[src/sv/dual_pid_differential_drive_assert.svh]
// Assertion macros used by the top-level module to check its own logic.
`ifndef DUAL_PID_DIFFERENTIAL_DRIVE_ASSERT_SVH
`define DUAL_PID_DIFFERENTIAL_DRIVE_ASSERT_SVH

// A condition that must be followed by another in the next cycle.
`define DPD_ASSERT_NEXT(label, clk, rst_n, cond, nxt, msg) \
    label: assert property (@(posedge clk) disable iff (!rst_n) (cond) |=> (nxt)) \
        else $error(msg);

// A condition that must hold whenever another one does.
`define DPD_ASSERT_NOW(label, clk, rst_n, cond, res, msg) \
    label: assert property (@(posedge clk) disable iff (!rst_n) (cond) |-> (res)) \
        else $error(msg);

`endif

[src/sv/dpd_pkg.sv]
package dpd_pkg;

    localparam int SampleRateHz = 100;
    localparam int GainW = 24;
    localparam int LimW = 31;
    localparam int CfgW = 31;
    localparam int IdxW = 3;

    typedef enum logic [IdxW-1:0] {
        REG_KP_LIN = 3'd0,
        REG_KI_LIN = 3'd1,
        REG_KP_ANG = 3'd2,
        REG_KI_ANG = 3'd3,
        REG_KD     = 3'd4,
        REG_P_LIM  = 3'd5,
        REG_I_LIM  = 3'd6,
        REG_D_LIM  = 3'd7
    } reg_idx_t;

    typedef struct packed {
        logic signed [31:0] linear_setpoint;
        logic signed [31:0] linear_measured;
        logic signed [31:0] angular_setpoint;
        logic signed [31:0] angular_measured;
    } in_beat_t;

    typedef struct packed {
        logic signed [31:0] left_command;
        logic signed [31:0] right_command;
        logic signed [31:0] linear_correction;
        logic signed [31:0] angular_correction;
    } out_beat_t;

    // Controller steps.
    typedef enum logic [3:0] {
        ST_IDLE,
        ST_ERR,
        ST_BDIV,
        ST_P,
        ST_INT,
        ST_I,
        ST_D,
        ST_SUM,
        ST_MIX,
        ST_OUT
    } state_t;

    typedef struct packed {
        logic load;     // capture input beat
        logic axis;     // 0 linear, 1 angular
        logic err;      // form error and derivative difference
        logic bdiv_go;  // start bound division
        logic do_p;
        logic do_int;
        logic do_i;
        logic do_d;
        logic do_sum;
        logic do_mix;
    } cmd_t;

    typedef struct packed {
        logic div_done;
    } sts_t;

    function automatic logic signed [63:0] floor_q16(input logic signed [63:0] v);
        return v >>> 16;
    endfunction

    function automatic logic signed [63:0] clamp_sym(input logic signed [63:0] v,
                                                      input logic [63:0] lim);
        logic signed [63:0] l;
        l = $signed(lim);
        if (v > l) return l;
        if (v < -l) return -l;
        return v;
    endfunction

    function automatic logic signed [31:0] sat32(input logic signed [63:0] v);
        if (v > 64'sd2147483647) return 32'sh7fffffff;
        if (v < -64'sd2147483648) return 32'sh80000000;
        return v[31:0];
    endfunction

endpackage

[src/sv/dpd_ctrl.sv]
// Sequencer: walks both axes through the PID steps, then mixes.
module dpd_ctrl
    import dpd_pkg::*;
(
    input  logic aclk,
    input  logic aresetn,
    input  logic s_valid,
    output logic s_ready,
    output logic m_valid,
    input  logic m_ready,
    input  sts_t sts,
    output cmd_t cmd
);
    state_t state_reg, state_next;
    logic   axis_reg, axis_next;

    always_ff @(posedge aclk) begin
        if (!aresetn) begin
            state_reg <= ST_IDLE;
            axis_reg  <= 1'b0;
        end else begin
            state_reg <= state_next;
            axis_reg  <= axis_next;
        end
    end

    always_comb begin
        state_next = state_reg;
        axis_next  = axis_reg;
        cmd = '0;
        cmd.axis = axis_reg;
        s_ready = 1'b0;
        m_valid = 1'b0;
        case (state_reg)
            ST_IDLE: begin
                s_ready = 1'b1;
                if (s_valid) begin
                    cmd.load = 1'b1;
                    axis_next = 1'b0;
                    state_next = ST_ERR;
                end
            end
            ST_ERR: begin
                cmd.err = 1'b1;
                cmd.bdiv_go = 1'b1;
                state_next = ST_BDIV;
            end
            ST_BDIV: if (sts.div_done) begin
                cmd.do_p = 1'b1;
                state_next = ST_P;
            end
            ST_P: begin
                cmd.do_int = 1'b1;
                state_next = ST_INT;
            end
            ST_INT: begin
                cmd.do_i = 1'b1;
                state_next = ST_I;
            end
            ST_I: begin
                cmd.do_d = 1'b1;
                state_next = ST_D;
            end
            ST_D: begin
                cmd.do_sum = 1'b1;
                state_next = ST_SUM;
            end
            ST_SUM: begin
                if (axis_reg) begin
                    state_next = ST_MIX;
                end else begin
                    axis_next = 1'b1;
                    state_next = ST_ERR;
                end
            end
            ST_MIX: begin
                cmd.do_mix = 1'b1;
                state_next = ST_OUT;
            end
            ST_OUT: begin
                m_valid = 1'b1;
                if (m_ready) state_next = ST_IDLE;
            end
            default: state_next = ST_IDLE;
        endcase
    end
endmodule

[config.mk]
export PLATFORM = sky130hd
export DESIGN_NAME = dpd_ctrl
export DESIGN_NICKNAME = d
export VERILOG_FILES = /design/src/sv/dual_pid_differential_drive_assert.svh /design/src/sv/dpd_pkg.sv /design/src/sv/dpd_ctrl.sv
export SDC_FILE = /design/constraint.sdc
export NUM_CORES = 1
export LEC_CHECK = 0
export ABC_AREA = 1
export CAP_MARGIN = 5
export CORE_AREA = 2 2 39 41
export DETAILED_ROUTE_END_ITERATION = 7
export DIE_AREA = 0 0 41 43
export DONT_BUFFER_PORTS = 1
export PLACE_DENSITY = 0.42
export SYNTH_ARGS = -nofsm -noshare
export SYNTH_HDL_FRONTEND = slang
export SYNTH_SLANG_ARGS = --single-unit
[constraint.sdc]
create_clock -name aclk -period 2.8 [get_ports aclk]
set_input_delay 0.28 -clock aclk [delete_from_list [all_inputs] [get_ports aclk]]
set_output_delay 0.28 -clock aclk [all_outputs]
set_load 0.05 [all_outputs]
* Word-level counts from Yosys, hierarchy flattened *
Cells that the tools add are included.

cells by class
  eq/ne operators = 12
  multiplexer cells = 19
  reduce and logical (&&, ||, !) cells = 4

operators with widths
  kind                                                              number
  4-bit case mux with 10 select lines                               1
  4-bit by 3-bit == test with 1-bit output (second input constant)  4
  4-bit 2-to-1 mux                                                  4
  1-bit 2-to-1 mux                                                  12
  4-bit by 2-bit == test with 1-bit output (second input constant)  2
  4-bit == test (second input constant)                             2
  2-bit != test (second input constant)                             3
  4-bit by 1-bit == test with 1-bit output (second input constant)  1
  4-bit zero test                                                   1
  3-bit AND reduction                                               1
  2-bit 2-to-1 mux                                                  1
  1-bit case mux with 2 select lines                                1
  2-bit AND reduction                                               1
  2-bit nonzero test                                                1

word-level totals
  flip-flop bits (word level) = 5
  input bits = 5
  output and inout port bits = 12
  logic and storage cells = 37

* Logic depth before layout (Yosys ltp) *
  word-level depth = 3
  gate-level depth with buffers = 8
  depth with buffers taken out = 8

* Worst setup path after synthesis *
OpenSTA, ideal clock, no wires.

  path type = reg-to-output
  start point = register state_reg[2]
  end point = output cmd[5] in the netlist's numbering
  data arrival time = 2.033 ns
  data required time = 2.520 ns
  slack = 0.487 ns
  cell stages (with the launch flop) = 4
  path buffers = 0
  cell sequence = dfxtp_1 -> nor2_1 -> inv_1 -> nor4_1

RTL lines
  item                    line            RTL
  start, declared         dpd_ctrl.sv:14  state_t state_reg, state_next;
  start signal, assigned  dpd_ctrl.sv:22  state_reg <= state_next;
  end, declared           dpd_ctrl.sv:12  output cmd_t cmd

==> reports/qor.yml <==
gp_congestion: 0.7269
syn_area_per_cell_um2: 5.889
critPathKind: "flip-flop to primary output"
cts_max_level: 1
routed_wl_um: 814
final.setup_skew_ns: 0.003087
rows: 14
drtIter0Drc: 5
tns_ns: 0
clk_latency_ns: 0.24
async_flop_share_pct: 0
drtAntennaViolNets: 0
relSlewSlack_pct: 41.73
n_antenna_cell: 0
hold_path.class: "primary input to flip-flop"
wl_per_cell_um: 9.807
core_area_mm2: 0.001384
ys_types: 15
die_h_um: 43
drive_gt1_share_pct: 22.39
start_util_pct: 24.68
finalNetCount: 73
synth.most_common_cell: "inv_1"
final-hold-violation-count: 0
clk_pin_slew_worst_paths_ns: 0.04
fmax_mhz: 530.7
slew_viol_final: 0
arrival_ns: 1.60
largest_reg_flops: 4
grt_pass1_wl_um: 1214
grt-ovfl-total: 0
leakagePower_uw: 0.0002440
power_frac_seq_pct: 32.1
timing.final.crit_share_pct: 67.30
grt_setup_unrepaired: "false"
pwr-share-clk_pct: 30.2
nFillCells: 164
grtUsageTotal_pct: 10.25
synth_top_area_cell: "dfxtp_1"
synth.yosys.seq_area_share_pct: 29.30
status: "completed"
hpwl_um: 669.4
drc: 0
portBuffers: 0
p_sw_uw: 117.0
power.internal_uw: 152.3
tightest_slew_ns: 0.8708
finalSetupViolations: 0
netlist_instances: 58
required_ns: 2.52
cts_resized: 0
synth_top_area_share_pct: 29.30
synth-seq-cells: 5
layout_min_cycle_time_ns: 1.884
drtPass1Iterations: 4
synth_area_leaders: "dfxtp_1 (29%), inv_1 (16%), nor2_1 (14%)"
ios: 17
dieArea_mm2: 0.001763
hold_buffers: 0
grt_pass1_vias: 306
die_w_um: 41
synth_ff_type: "dfxtp_1"
power_density_mw_per_mm2: 620.3
clk_path_buf_depth: 2
yosys_warnings: 0
vias: 351
drv_cap: 0
synth_area_um2: 341.6
ir_drop_mv: 0.1761
combPwrFrac_pct: 37.7
synthTopCellsByCount: "inv_1 (15), nor2_1 (13), dfxtp_1 (5), nand2_1 (5), nand3_1 (5)"
syn_nets: 63
startpoint_type: "flip-flop"
clock_sinks: 5
area_growth_syn_to_layout_pct: 27.11
post_cts_buffers: 0
cts_made_buffers: 3
cp_max_fo: 7
holdWs_ns: 0.1645
grt_max_degree: 8
cts_tree: "built"
cts_root_buf: "clkbuf_4"
swShare_pct: 43.44
avgViaCountPerCell: 4.229
end_kind: "primary output"
synth-edff-count: 0
antenna_found_initial: 0
[through the flow]
stage	area, um^2	instances	total power, uW	worst slack, ns	util (%)
after floorplan	341.6	58	173.8	0.4870	-
after global placement	407.9	79	189.6	1.191	29.48
after detailed placement	407.9	79	189.2	1.170	29.48
after CTS	434.2	83	274.7	0.9035	31.37
after global routing	434.2	83	287.6	0.7907	31.37
final	434.2	83	269.3	0.9155	31.37
[kinds of logic after synthesis]
family	synth area share, %
flops	29.31
simple gates	41.76
compound gates	8.057
buf+inv	20.88
[area by class of cell]
type / instances / area [um^2] / share of cell area, %
clock buffer: 4 / 26.28 / 6.052
inverter: 15 / 56.30 / 12.97
multi-input combinational: 36 / 178.9 / 41.21
sequential: 5 / 100.1 / 23.05
tap: 16 / 20.02 / 4.611
timing repair buffer: 7 / 52.55 / 12.10
[cells in the final DEF (no fill, tap or decap)]
cell / count
a21oi_1: 1
buf_4: 7
clkbuf_1: 1
clkbuf_4: 3
dfxtp_1: 5
inv_1: 15
nand2_1: 5
nand2_2: 1
nand3_1: 5
nor2_1: 12
nor2_2: 2
nor3_1: 3
nor3_2: 1
nor4_1: 1
nor4_2: 1
o21a_1: 1
o21ai_0: 2
o21ai_1: 1
[worst max-delay path: stages, from the launching register on]
cell,delay [ns]
dfxtp_1,0.38
nor2_2,0.20
nand2_1,0.10
nor2_1,0.68
[worst paths after layout]
path	to	start	cells past startpoint	slack [ns]
setup reg to reg	state_reg[2]	state_reg[2]	5	1.59
hold / removal	state_reg[2]	aresetn	1	0.16
setup / recovery	cmd[9]	state_reg[0]	3	0.92
hold reg to reg	state_reg[1]	state_reg[3]	1	0.46
[power by group through the flow]
stage          Sequential [uW]  Clock [uW]  Combinational, uW
2_1_floorplan             85.1           0               88.6
3_3_place_gp              87.1           0                102
3_5_place_dp              87.4           0                102
4_1_cts                   86.0        86.6                102
5_1_grt                   87.4        89.3                111
6_report                  86.3        81.4                102
[routing by layer]
layer / part of all wire, % / routed length [um] / up-vias / GRT usage (%)
met4: 0 / 0 / 0 / 6.667
met3: 7.2 / 59 / 0 / 2.094
met5: 0 / 0 / - / 0
met1: 45 / 364 / 147 / 12.58
met2: 48 / 391 / 10 / 15.31
li1: - / - / 194 / -
Power figures use the tool's default switching activity.
